[src/rtl/core/uwet_pkg.sv]
// ----------------------------------------------------------------------------
// uwet_pkg
// Shared types and codes for the undirected weighted edge table: operation
// and status codes, controller states and the controller/datapath interface.
// ----------------------------------------------------------------------------
package uwet_pkg;

  localparam int NODE_W  = 4;
  localparam int COST_W  = 15;
  localparam int FIELD_W = 16;
  localparam int ENTRY_W = NODE_W + COST_W;

  typedef enum logic [1:0] {
    OP_LOOKUP = 2'd0,
    OP_ADD    = 2'd1,
    OP_REMOVE = 2'd2
  } op_t;

  typedef enum logic [1:0] {
    STAT_OK   = 2'd0,
    STAT_NEG  = 2'd1,
    STAT_FULL = 2'd2
  } status_t;

  typedef enum logic [1:0] {
    ASEL_IDX,
    ASEL_IDX_NEXT,
    ASEL_TAIL
  } addr_sel_t;

  typedef enum logic [3:0] {
    ST_IDLE,
    ST_DISPATCH,
    ST_ADD_LA,
    ST_ADD_CHK,
    ST_ADD_WA,
    ST_ADD_WB,
    ST_SCAN_LOAD,
    ST_SCAN_RD,
    ST_SCAN_CHK,
    ST_SHIFT_RD,
    ST_SHIFT_WR,
    ST_DONE
  } state_t;

  typedef struct packed {
    logic      accept;
    logic      sel_b;
    logic      len_load;
    logic      idx_inc;
    logic      len_inc;
    logic      len_dec;
    logic      ram_re;
    logic      ram_we;
    logic      wr_shift;
    addr_sel_t addr_sel;
    logic      found_load;
    logic      status_load;
    status_t   status_code;
    logic      out_load;
  } cmd_t;

  typedef struct packed {
    logic [1:0] op;
    logic       node_ok;
    logic       neg;
    logic       room;
    logic       idx_end;
    logic       shift_end;
    logic       match;
    logic       out_free;
  } stat_t;

endpackage

[src/rtl/core/uwet_ram.sv]
// ----------------------------------------------------------------------------
// uwet_ram
// Generic single-port RAM with registered read data.
// ----------------------------------------------------------------------------
module uwet_ram #(
  parameter int WIDTH = 19,
  parameter int DEPTH = 128
) (
  input  logic                                     clk,
  input  logic                                     we,
  input  logic                                     re,
  input  logic [((DEPTH > 1) ? $clog2(DEPTH) : 1)-1:0] addr,
  input  logic [WIDTH-1:0]                         wr_data,
  output logic [WIDTH-1:0]                         rd_data
);

  logic [WIDTH-1:0] mem [DEPTH];

  always_ff @(posedge clk) begin
    if (we) begin
      mem[addr] <= wr_data;
    end
    if (re) begin
      rd_data <= mem[addr];
    end
  end

endmodule

[src/rtl/core/uwet_ctrl.sv]
// ----------------------------------------------------------------------------
// uwet_ctrl
// Sequencer for lookup, add and remove: walks the lists one RAM access at a
// time and drives the datapath through a command struct.
// ----------------------------------------------------------------------------
module uwet_ctrl (
  input  logic            clk,
  input  logic            rst,
  input  logic            in_valid,
  output logic            in_ready,
  input  uwet_pkg::stat_t st,
  output uwet_pkg::cmd_t  cmd
);

  uwet_pkg::state_t state, state_next;
  logic             pass, pass_next;

  always_ff @(posedge clk) begin
    if (rst) begin
      state <= uwet_pkg::ST_IDLE;
      pass  <= 1'b0;
    end else begin
      state <= state_next;
      pass  <= pass_next;
    end
  end

  always_comb begin
    state_next      = state;
    pass_next       = pass;
    in_ready        = 1'b0;
    cmd             = '0;
    cmd.addr_sel    = uwet_pkg::ASEL_IDX;
    cmd.status_code = uwet_pkg::STAT_OK;
    cmd.sel_b       = pass;

    unique case (state)
      uwet_pkg::ST_IDLE: begin
        in_ready = 1'b1;
        if (in_valid) begin
          cmd.accept = 1'b1;
          state_next = uwet_pkg::ST_DISPATCH;
        end
      end

      uwet_pkg::ST_DISPATCH: begin
        pass_next = 1'b0;
        cmd.sel_b = 1'b0;
        unique case (st.op)
          uwet_pkg::OP_LOOKUP,
          uwet_pkg::OP_REMOVE: begin
            state_next = st.node_ok ? uwet_pkg::ST_SCAN_LOAD : uwet_pkg::ST_DONE;
          end
          uwet_pkg::OP_ADD: begin
            priority if (st.neg) begin
              cmd.status_load = 1'b1;
              cmd.status_code = uwet_pkg::STAT_NEG;
              state_next      = uwet_pkg::ST_DONE;
            end else if (st.node_ok) begin
              state_next = uwet_pkg::ST_ADD_LA;
            end else begin
              state_next = uwet_pkg::ST_DONE;
            end
          end
          default: state_next = uwet_pkg::ST_DONE;
        endcase
      end

      uwet_pkg::ST_ADD_LA: begin
        cmd.sel_b    = 1'b0;
        cmd.len_load = 1'b1;
        state_next   = uwet_pkg::ST_ADD_CHK;
      end

      uwet_pkg::ST_ADD_CHK: begin
        cmd.sel_b = 1'b1;
        if (st.room) begin
          state_next = uwet_pkg::ST_ADD_WA;
        end else begin
          cmd.status_load = 1'b1;
          cmd.status_code = uwet_pkg::STAT_FULL;
          state_next      = uwet_pkg::ST_DONE;
        end
      end

      uwet_pkg::ST_ADD_WA: begin
        cmd.sel_b    = 1'b0;
        cmd.ram_we   = 1'b1;
        cmd.addr_sel = uwet_pkg::ASEL_TAIL;
        cmd.len_inc  = 1'b1;
        state_next   = uwet_pkg::ST_ADD_WB;
      end

      uwet_pkg::ST_ADD_WB: begin
        cmd.sel_b    = 1'b1;
        cmd.ram_we   = 1'b1;
        cmd.addr_sel = uwet_pkg::ASEL_TAIL;
        cmd.len_inc  = 1'b1;
        state_next   = uwet_pkg::ST_DONE;
      end

      uwet_pkg::ST_SCAN_LOAD: begin
        cmd.len_load = 1'b1;
        state_next   = uwet_pkg::ST_SCAN_RD;
      end

      uwet_pkg::ST_SCAN_RD: begin
        if (st.idx_end) begin
          if ((st.op == uwet_pkg::OP_REMOVE) && !pass) begin
            pass_next  = 1'b1;
            state_next = uwet_pkg::ST_SCAN_LOAD;
          end else begin
            state_next = uwet_pkg::ST_DONE;
          end
        end else begin
          cmd.ram_re = 1'b1;
          state_next = uwet_pkg::ST_SCAN_CHK;
        end
      end

      uwet_pkg::ST_SCAN_CHK: begin
        if (st.match) begin
          if (st.op == uwet_pkg::OP_LOOKUP) begin
            cmd.found_load = 1'b1;
            state_next     = uwet_pkg::ST_DONE;
          end else begin
            state_next = uwet_pkg::ST_SHIFT_RD;
          end
        end else begin
          cmd.idx_inc = 1'b1;
          state_next  = uwet_pkg::ST_SCAN_RD;
        end
      end

      uwet_pkg::ST_SHIFT_RD: begin
        if (st.shift_end) begin
          cmd.len_dec = 1'b1;
          if (!pass) begin
            pass_next  = 1'b1;
            state_next = uwet_pkg::ST_SCAN_LOAD;
          end else begin
            state_next = uwet_pkg::ST_DONE;
          end
        end else begin
          cmd.ram_re   = 1'b1;
          cmd.addr_sel = uwet_pkg::ASEL_IDX_NEXT;
          state_next   = uwet_pkg::ST_SHIFT_WR;
        end
      end

      uwet_pkg::ST_SHIFT_WR: begin
        cmd.ram_we   = 1'b1;
        cmd.wr_shift = 1'b1;
        cmd.idx_inc  = 1'b1;
        state_next   = uwet_pkg::ST_SHIFT_RD;
      end

      uwet_pkg::ST_DONE: begin
        if (st.out_free) begin
          cmd.out_load = 1'b1;
          state_next   = uwet_pkg::ST_IDLE;
        end
      end

      default: state_next = uwet_pkg::ST_IDLE;
    endcase
  end

endmodule

[src/rtl/core/uwet_datapath.sv]
// ----------------------------------------------------------------------------
// uwet_datapath
// Operand registers, list lengths, entry RAM, scan index and output register.
// ----------------------------------------------------------------------------
module uwet_datapath #(
  parameter int NODE_COUNT = 16,
  parameter int MAX_DEGREE = 8
) (
  input  logic                clk,
  input  logic                rst,
  input  uwet_pkg::cmd_t      cmd,
  output uwet_pkg::stat_t     st,
  input  logic [1:0]          op,
  input  logic [3:0]          node_a,
  input  logic [3:0]          node_b,
  input  logic signed [15:0]  edge_cost,
  output logic                out_valid,
  input  logic                out_ready,
  output logic signed [15:0]  found_cost,
  output logic [1:0]          status
);

  localparam int NODE_SPAN  = 2 ** uwet_pkg::NODE_W;
  localparam int LIST_COUNT = (NODE_COUNT < NODE_SPAN) ? NODE_COUNT : NODE_SPAN;
  localparam int LIW        = (LIST_COUNT > 1) ? $clog2(LIST_COUNT) : 1;
  localparam int LW         = $clog2(MAX_DEGREE + 1);
  localparam int DEPTH      = LIST_COUNT * MAX_DEGREE;
  localparam int AW         = (DEPTH > 1) ? $clog2(DEPTH) : 1;

  logic [1:0]                      op_q;
  logic [uwet_pkg::NODE_W-1:0]     a_q, b_q;
  logic [uwet_pkg::FIELD_W-1:0]    cost_q;
  logic [LW-1:0]                   len_arr [LIST_COUNT];
  logic [LW-1:0]                   len_cur;
  logic [LW-1:0]                   idx;
  logic [uwet_pkg::FIELD_W-1:0]    found;
  logic [1:0]                      stat;

  logic [uwet_pkg::NODE_W-1:0]     sel_node, other;
  logic [LIW-1:0]                  list_sel;
  logic [LW-1:0]                   len_rd, idx_next, entry_idx;
  logic [AW-1:0]                   addr;
  logic [uwet_pkg::ENTRY_W-1:0]    wr_data, rd_data;
  logic                            self_loop;

  always_ff @(posedge clk) begin
    if (cmd.accept) begin
      op_q   <= op;
      a_q    <= node_a;
      b_q    <= node_b;
      cost_q <= edge_cost;
    end
  end

  assign sel_node = cmd.sel_b ? b_q : a_q;
  assign other    = cmd.sel_b ? a_q : b_q;
  assign list_sel = sel_node[LIW-1:0];
  assign len_rd   = len_arr[list_sel];
  assign idx_next = idx + 1'b1;

  always_comb begin
    unique case (cmd.addr_sel)
      uwet_pkg::ASEL_IDX_NEXT: entry_idx = idx_next;
      uwet_pkg::ASEL_TAIL:     entry_idx = len_rd;
      default:                 entry_idx = idx;
    endcase
  end

  assign addr    = AW'(list_sel) * AW'(MAX_DEGREE) + AW'(entry_idx);
  assign wr_data = cmd.wr_shift ? rd_data : {other, cost_q[uwet_pkg::COST_W-1:0]};

  uwet_ram #(
    .WIDTH (uwet_pkg::ENTRY_W),
    .DEPTH (DEPTH)
  ) u_entry_ram (
    .clk     (clk),
    .we      (cmd.ram_we),
    .re      (cmd.ram_re),
    .addr    (addr),
    .wr_data (wr_data),
    .rd_data (rd_data)
  );

  // list lengths: reset empties every list at once
  always_ff @(posedge clk) begin
    if (rst) begin
      for (int i = 0; i < LIST_COUNT; i++) begin
        len_arr[i] <= '0;
      end
    end else if (cmd.len_inc) begin
      len_arr[list_sel] <= len_rd + 1'b1;
    end else if (cmd.len_dec) begin
      len_arr[list_sel] <= len_cur - 1'b1;
    end
  end

  always_ff @(posedge clk) begin
    if (cmd.len_load) begin
      len_cur <= len_rd;
      idx     <= '0;
    end else if (cmd.idx_inc) begin
      idx <= idx_next;
    end
  end

  always_ff @(posedge clk) begin
    if (cmd.accept) begin
      found <= '1;
      stat  <= uwet_pkg::STAT_OK;
    end else begin
      if (cmd.found_load) begin
        found <= {1'b0, rd_data[uwet_pkg::COST_W-1:0]};
      end
      if (cmd.status_load) begin
        stat <= cmd.status_code;
      end
    end
  end

  always_ff @(posedge clk) begin
    if (rst) begin
      out_valid <= 1'b0;
    end else if (cmd.out_load) begin
      out_valid <= 1'b1;
    end else if (out_ready) begin
      out_valid <= 1'b0;
    end
  end

  always_ff @(posedge clk) begin
    if (cmd.out_load) begin
      found_cost <= found;
      status     <= stat;
    end
  end

  assign self_loop = (a_q == b_q);

  always_comb begin
    st.op        = op_q;
    st.node_ok   = (int'(a_q) < NODE_COUNT) && (int'(b_q) < NODE_COUNT);
    st.neg       = cost_q[uwet_pkg::FIELD_W-1];
    st.room      = self_loop
                 ? (({1'b0, len_cur} + (LW+1)'(2)) <= (LW+1)'(MAX_DEGREE))
                 : ((int'(len_cur) < MAX_DEGREE) && (int'(len_rd) < MAX_DEGREE));
    st.idx_end   = (idx == len_cur);
    st.shift_end = (idx_next == len_cur);
    st.match     = (rd_data[uwet_pkg::ENTRY_W-1 -: uwet_pkg::NODE_W] == other);
    st.out_free  = !out_valid || out_ready;
  end

endmodule

[src/rtl/core/undirected_weighted_edge_table_top.sv]
// ----------------------------------------------------------------------------
// undirected_weighted_edge_table_top
// Undirected weighted graph held as ordered per-node adjacency lists.
// ----------------------------------------------------------------------------
// The block stores up to MAX_DEGREE (neighbour, cost) entries per node in one
// single-port entry RAM and answers one transaction at a time: lookup returns
// the cost of the first entry in node_a's list that names node_b (or -1), add
// appends the edge to both lists, remove deletes the first match from each
// list and slides the later entries down to keep their order. Every access
// to the entry RAM takes its own state and read data arrives in the cycle
// after the address, so each list entry visited takes a read state and then
// a check or write state. A new transaction is accepted whenever the
// sequencer is idle, even while the previous result still waits in the output
// register. Lists are empty right after reset; no clearing pass is needed.
// Node indexes not below NODE_COUNT make add and remove do nothing and make
// lookup answer -1.
// ----------------------------------------------------------------------------
module undirected_weighted_edge_table_top #(
  parameter int NODE_COUNT = 16,
  parameter int MAX_DEGREE = 8
) (
  input  logic               clk,
  input  logic               rst,
  input  logic               in_valid,
  output logic               in_ready,
  input  logic [1:0]         op,
  input  logic [3:0]         node_a,
  input  logic [3:0]         node_b,
  input  logic signed [15:0] edge_cost,
  output logic               out_valid,
  input  logic               out_ready,
  output logic signed [15:0] found_cost,
  output logic [1:0]         status
);

  // commands down to the datapath, status back up to the sequencer
  uwet_pkg::cmd_t  cmd;
  uwet_pkg::stat_t st;

  // sequencer: decode the op, walk lists, hold until the result slot is free
  uwet_ctrl u_ctrl (
    .clk      (clk),
    .rst      (rst),
    .in_valid (in_valid),
    .in_ready (in_ready),
    .st       (st),
    .cmd      (cmd)
  );

  // storage and compare logic, plus the output register that parts the
  // result side from the input side
  uwet_datapath #(
    .NODE_COUNT (NODE_COUNT),
    .MAX_DEGREE (MAX_DEGREE)
  ) u_datapath (
    .clk        (clk),
    .rst        (rst),
    .cmd        (cmd),
    .st         (st),
    .op         (op),
    .node_a     (node_a),
    .node_b     (node_b),
    .edge_cost  (edge_cost),
    .out_valid  (out_valid),
    .out_ready  (out_ready),
    .found_cost (found_cost),
    .status     (status)
  );

endmodule

[config.mk]
export PLATFORM = sky130hd
export DESIGN_NAME = undirected_weighted_edge_table_top
export DESIGN_NICKNAME = d
export VERILOG_FILES = /design/src/rtl/core/uwet_pkg.sv /design/src/rtl/core/uwet_ram.sv /design/src/rtl/core/uwet_ctrl.sv /design/src/rtl/core/uwet_datapath.sv /design/src/rtl/core/undirected_weighted_edge_table_top.sv
export SDC_FILE = /design/constraint.sdc
export NUM_CORES = 2
export LEC_CHECK = 0
export ABC_AREA = 1
export BUFFER_PORTS_ARGS = -buffer_cell sky130_fd_sc_hd__buf_2
export CORE_MARGIN = 2
export CORE_UTILIZATION = 30
export DETAILED_ROUTE_END_ITERATION = 7
export GPL_TIMING_DRIVEN = 0
export PLACE_DENSITY_LB_ADDON = 0.08
export SYNTH_ARGS = -nofsm -noshare
export SYNTH_HDL_FRONTEND = slang
export SYNTH_SLANG_ARGS = --single-unit
[constraint.sdc]
create_clock -name clk -period 8.5 [get_ports clk]
set_input_delay 1.7 -clock clk [delete_from_list [all_inputs] [get_ports clk]]
set_output_delay 1.7 -clock clk [all_outputs]
set_load 0.01 [all_outputs]
---- Word-level counts from Yosys, hierarchy flattened ----
Memory sizes are Yosys's and may differ from the RTL's. A register that Yosys moved wholly into a read port is not among the register bits.
Cells that the tools add are included.
storage, ports and cells
  output and inout port bits .............. 20
  register bits after elaboration ......... 76
  bits of input ports ..................... 30
  word-level logic and storage cells ...... 130
  memory bits (writable) .................. 2,496
  memories ................................ 2
memories
  name                        depth  bits a word  read ports  clocked after Yosys merged registers in  write ports  line                 text
  u_datapath.u_entry_ram.mem  128    19           1           1                                        1            uwet_ram.sv:17       logic [WIDTH-1:0] mem [DEPTH];
  u_datapath.len_arr          16     4            1           0                                        16           uwet_datapath.sv:33  logic [LW-1:0] len_arr [LIST_COUNT];
cells by class
  bitwise logic cells ..................... 1
  $lt $le $gt $ge ......................... 3
  multiplexer cells ....................... 64
  reductions and logical operators ........ 18
  eq/ne operators ......................... 24
  add/subtract/negate cells ............... 5
operators by type and width
  cell                   number
  $mux W4                14
  $pmux W4 S12           1
  $mux W1                36
  $mux W19               1
  $eq A4 B3 Y1 const B   4
  $eq A4 B4 Y1           4
  $eq A4 B4 Y1 const B   4
  $pmux W4 S2            2
  $mux W3                3
  $add A4 B1 Y4 const B  2
  $eq A4 B2 Y1 const B   2
  $lt A4 B4 Y1 const B   2
  $ne A2 B2 Y1 const B   4
  $reduce_or A2 Y1       4
  $add A7 B4 Y7          1
  $pmux W1 S2            3
  $pmux W3 S2            1
  $reduce_or A3 Y1       2
  $add A4 B2 Y5 const B  1
  $le A5 B4 Y1 const B   1
  $eq A2 B1 Y1 const B   2
  $eq A2 B2 Y1 const B   2
  $eq A4 B1 Y1 const B   1
  $logic_not A4 Y1       1
  other kinds (15)       17

---- Longest topological paths before layout ----
  depth after elaboration ................. 11
  gate-level depth with buffers ........... 34
  gate-level depth less buffers ........... 30

---- Hierarchy ----
A second synthesis with hierarchy kept.
second synthesis, totals
  cells, all modules ...................... 10,977
  area total of the unflattened synthesis .. 110,179.4 um2
modules (own cells, without submodules)
  module         area an instance (um2)  times used  cells an instance  seq. area each (um2)
  uwet_ram       103,170.2               1           10,199             73,600.6
  uwet_datapath  6,414.9                 1           660                3,823.7
  uwet_ctrl      594.3                   1           118                100.1

---- Least setup slack after synthesis ----
Ideal clock, no wire load.
  path type ............................... reg-to-reg
  start point ............................. register u_ctrl.state[3]
  end point ............................... memory u_datapath.u_entry_ram.mem[0][0], data pin
  path slack .............................. 993 ps
  stages on the path, launching flop included .. 9
  arrival ................................. 6,310 ps
  data required time ...................... 7,303 ps
  path buffers ............................ 2
  period minus slack after synthesis ...... 7,507 ps
  library setup time ...................... 1,197 ps
  path through ............................ dfxtp_1 -> inv_2 -> nor2_1 -> inv_1 -> nor2_1 -> clkbuf_1 -> inv_1 -> clkbuf_1 -> o21ai_0
between the ends
  longest elaborated chain between the ends .. 3
RTL lines
  what                                         line                 text
  start: declaration                           uwet_ctrl.sv:15      uwet_pkg::state_t state, state_next;
  start signal: assignment                     uwet_ctrl.sv:20      state <= uwet_pkg::ST_IDLE;
  start signal: assignment                     uwet_ctrl.sv:23      state <= state_next;
  $eq A4 B4 Y1                                 uwet_ctrl.sv:37      unique case (state)
  $mux W1                                      uwet_ctrl.sv:37
  $mux W19                                     uwet_datapath.sv:70  assign wr_data = cmd.wr_shift ? rd_data : {other, cost_q[uwet_pkg::COST_W-1:0]};
  named net u_datapath.u_entry_ram.wr_data[0]  uwet_ram.sv:13       input logic [WIDTH-1:0] wr_data,
  end: declaration                             uwet_ram.sv:17
The timed path passes the listed nets, and every way through them passes these cells.

---- Final worst setup path ----
  start point ............................. register u_ctrl.state[0]
  end point ............................... register u_datapath.u_entry_ram.rd_data[10] (read register of u_datapath.u_entry_ram.mem), data pin
between the ends
  longest elaborated chain between the ends .. 7
  elaborated cells between the ends (all ways) .. 19
  classes of those cells .................. add/sub: 1; eq/ne: 9; mux: 5; reduce/logical: 3; memory: 1
RTL lines
  what                                                            line                 text
  $eq A4 B1 Y1 (tied with other cells)                            uwet_ctrl.sv:37
  $reduce_or A3 Y1 (no line) or $reduce_or A2 Y1 (tied branches)  -
  $pmux W1 S2 *                                                   uwet_ctrl.sv:37
  $mux W4 *                                                       uwet_datapath.sv:55  assign sel_node = cmd.sel_b ? b_q : a_q;
  $mem_v2 Z16 W4 *                                                -
  named net u_datapath.len_rd[3]                                  uwet_datapath.sv:41  logic [LW-1:0] len_rd, idx_next, entry_idx;
  $pmux W4 S2 *                                                   uwet_datapath.sv:62  unique case (cmd.addr_sel)
  $add A7 B4 Y7 *                                                 uwet_datapath.sv:69  assign addr = AW'(list_sel) * AW'(MAX_DEGREE) + AW'(entry_idx);
  end: declaration                                                uwet_ram.sv:14       output logic [WIDTH-1:0] rd_data
The timed path passes the listed nets; every way through them passes the cells marked *.
A chain may end at the register's enable or synchronous reset.

==> summary.txt <==
Worst setup path
  – CP max stage cell: ha_1
  – CP required: 9080 ps
  – Delay of the slowest critical-path stage: 510 ps
  – Crit path max fanout: 10
  – Crit path launch type: flip-flop
  – WP data arrival: 7950 ps
  – R2r setup slk: 1130 ps
  – Setup crit end kind: flip-flop
  – Most used cell, CP: nand2_1
  – CP Class: reg2reg

Detailed routing
  – Final ANT Viol Nets: 0
  – Router iterations before antenna repair: 6
  – Vias: 81,150
  – 1st-iter DRT viols: 8,539
  – Via-to-Cell Ratio: 4.82
  – Drc violations: 0
  – Total Wirelength: 428,000 um
  – Wire per inst: 25.4 um

Timing
  – Worst-Margin Slew: 1390 ps
  – Tcrit/Tclk final: 0.867
  – Normalized max-slew margin: 0.0708
  – Fin crit period: 7370 ps
  – # setup viols final: 0
  – Max Freq: 0.136 GHz
  – Final Hold Fails: 0
  – Max Slew Vio Count: 0
  – Clock skew: 41.6 ps
  – Setup TNS: 0 ps
  – RSZ-0062 raised after global routing: false

Die
  – Row count: 224
  – Starting Density: 0.301
  – Core area: 371,000 um^2
  – I/O pin total: 50
  – Die H: 614 um
  – Full die area: 377,000 um^2
  – Die W: 614 um

Yosys
  – Yosys warning count: 0
  – Avg Inst Size Synth: 10.1 um^2
  – Post-synth EDFFs: 2,563
  – Top post-synthesis cells by area: edfxtp_1 (69%), nand2_1 (20%), nand3_1 (4.6%), buf_2 (1.6%), nor2_1 (1.6%)
  – Syn Nets: 11,092
  – FFs w/ async S/R, synth: 0
  – Yosys top cell by area: edfxtp_1
  – Top-count cell post-synth: nand2_1
  – Top cells by count, synth: nand2_1 (5,957), edfxtp_1 (2,563), nand3_1 (1,016), nor2_1 (474), buf_2 (364)
  – Post-Synthesis Cells: 11,055
  – Synth Cell Area: 112,000 um^2
  – Distinct cells, synth: 44
  – Yosys top cell area share: 0.689
  – Flops & latches, synth: 2,591
  – Register area share after synthesis: 0.694
  – Primary FF master, synth: edfxtp_1

Layout
  – Layout cells sized above 1: 0.107
  – Filler cells: 37,129
  – Layout Nets: 11,675
  – Layout area overhead: 18.9%

Outcome
  – Status: finished clean

CTS
  – Htree depth: 5
  – Clock sinks: 2,591
  – Setup Buffers After CTS: 0
  – Hold Buf Count CTS: 0
  – CTS tree: built
  – Clock Tree Buf Depth: 4
  – Reg clk slew, reported paths: 60 ps
  – Clock Tree Root: clkbuf_16
  – Cts bufs inserted: 300
  – CTS resizes: 0
  – Clock Latency Late Sink: 920 ps

Global routing
  – Vias in the first global route: 78,476
  – GRT overflow: 0
  – Largest net degree at the start of global routing: 42
  – Global-route wire length before repair: 595,000 um
  – Antenna violations before repair: 45
  – All-Layer GR Usage: 0.221

Flow run
  – MaxCap Viol Count: 0

Place
  – Detailed placement HPWL: 311,000 um
  – Port Buffers: 49
  – Gpl congestion: 0.916

Min path
  – Worst hold path class: reg2reg
layout make-up:
type,instances,area [um^2],share of cell area
Sequential cell,2591,77500,0.584
Multi-Input combinational cell,7625,31100,0.234
Clock buffer,372,8010,0.0603
Tap cell,4972,6220,0.0469
Timing Repair Buffer,281,4700,0.0354
Buffer,632,2910,0.0220
Clock inverter,156,1450,0.0110
Inverter,207,777,0.00585
Antenna cell,12,30.0,0.000226
registers in the layout, summed over array words and instances, names as in the netlist:
| register | count |
|---|---|
| u_datapath.op_q | 2 |
| u_datapath.idx | 4 |
| u_datapath.u_entry_ram.rd_data | 19 |
| u_ctrl.pass | 1 |
| u_datapath.b_q | 4 |
| u_datapath.cost_q | 16 |
| u_datapath.len_arr | 64 |
| u_datapath.a_q | 4 |
| u_datapath.found_cost | 16 |
| u_datapath.stat | 2 |
| u_datapath.len_cur | 4 |
| u_datapath.out_valid | 1 |
| u_datapath.found | 16 |
| u_datapath.u_entry_ram.mem | 2432 |
| u_datapath.status | 2 |
| u_ctrl.state | 4 |
cells by family (layout without fill, tap and decap cells):
group,count (synthesis),after routing,share of synthesized area
DFF,2591,2591,0.694
AOI/OAI and AO/OA,89,89,0.00494
buffers and inverters,839,1648,0.0329
other,0,12,0
adders and majority gates,7,7,0.000784
and+or+nand+nor,7507,7507,0.265
xor gates and xnor gates,22,22,0.00173
final timing paths:
path / from / end / cells after the start
worst max-delay path: u_ctrl.state[0]$_SDFFE_PP0P_ / u_datapath.u_entry_ram.rd_data[10]$_DFFE_PP_ / 26
worst min-delay path: u_datapath.found[2]$_SDFFE_PP1P_ / u_datapath.found_cost[2]$_DFFE_PP_ / 0
worst max register to register: u_ctrl.state[0]$_SDFFE_PP0P_ / u_datapath.u_entry_ram.rd_data[10]$_DFFE_PP_ / 26
worst min register to register: u_datapath.found[2]$_SDFFE_PP1P_ / u_datapath.found_cost[2]$_DFFE_PP_ / 0
metal layers:
| layer | share of wire | vias up | GRT usage |
|---|---|---|---|
| li1 | - | 37754 | - |
| met1 | 0.46 | 40261 | 0.317 |
| met5 | 0 | - | 0 |
| met3 | 0.059 | 523 | 0.0271 |
| met4 | 0.028 | 0 | 0.0598 |
| met2 | 0.45 | 2612 | 0.352 |
worst max-delay path: cells and delay by family, from the launching register on:
family / cells / cell delay [ps]
buffers and inverters: 5 / 1360
flip-flops: 1 / 300
AO/OA/AOI/OAI: 2 / 320
AND/OR/NAND/NOR: 17 / 4250
adder cells (fa/ha/maj): 2 / 760
stage by stage:
step           setup WS [ps]  std cells   util  hold WS, ps  area [um^2]
3_3_place_gp          -15540      16076  0.318          425       118000
4_1_cts                 1140      16836  0.357          436       133000
5_1_grt                  925      16837  0.357          449       133000
2_1_floorplan            993      11055      -          409       112000
3_5_place_dp            1170      16308  0.332          420       123000
6_report                1130      16848  0.357          435       133000
layout by cell type, fill, tap and decap left out, types with 65 or more instances in the layout:
cell / count
clkbuf_16: 309
nand2_1: 5957
edfxtp_1: 2563
clkbuf_1: 265
nor2_1: 343
nor2_2: 117
nand3_1: 1016
buf_12: 93
buf_8: 93
buf_2: 413
clkinv_1: 65
inv_1: 197
Power is left out: the tool's default activity adds up to more than one toggle a clock period on the data nets, which glitch-free logic cannot reach.
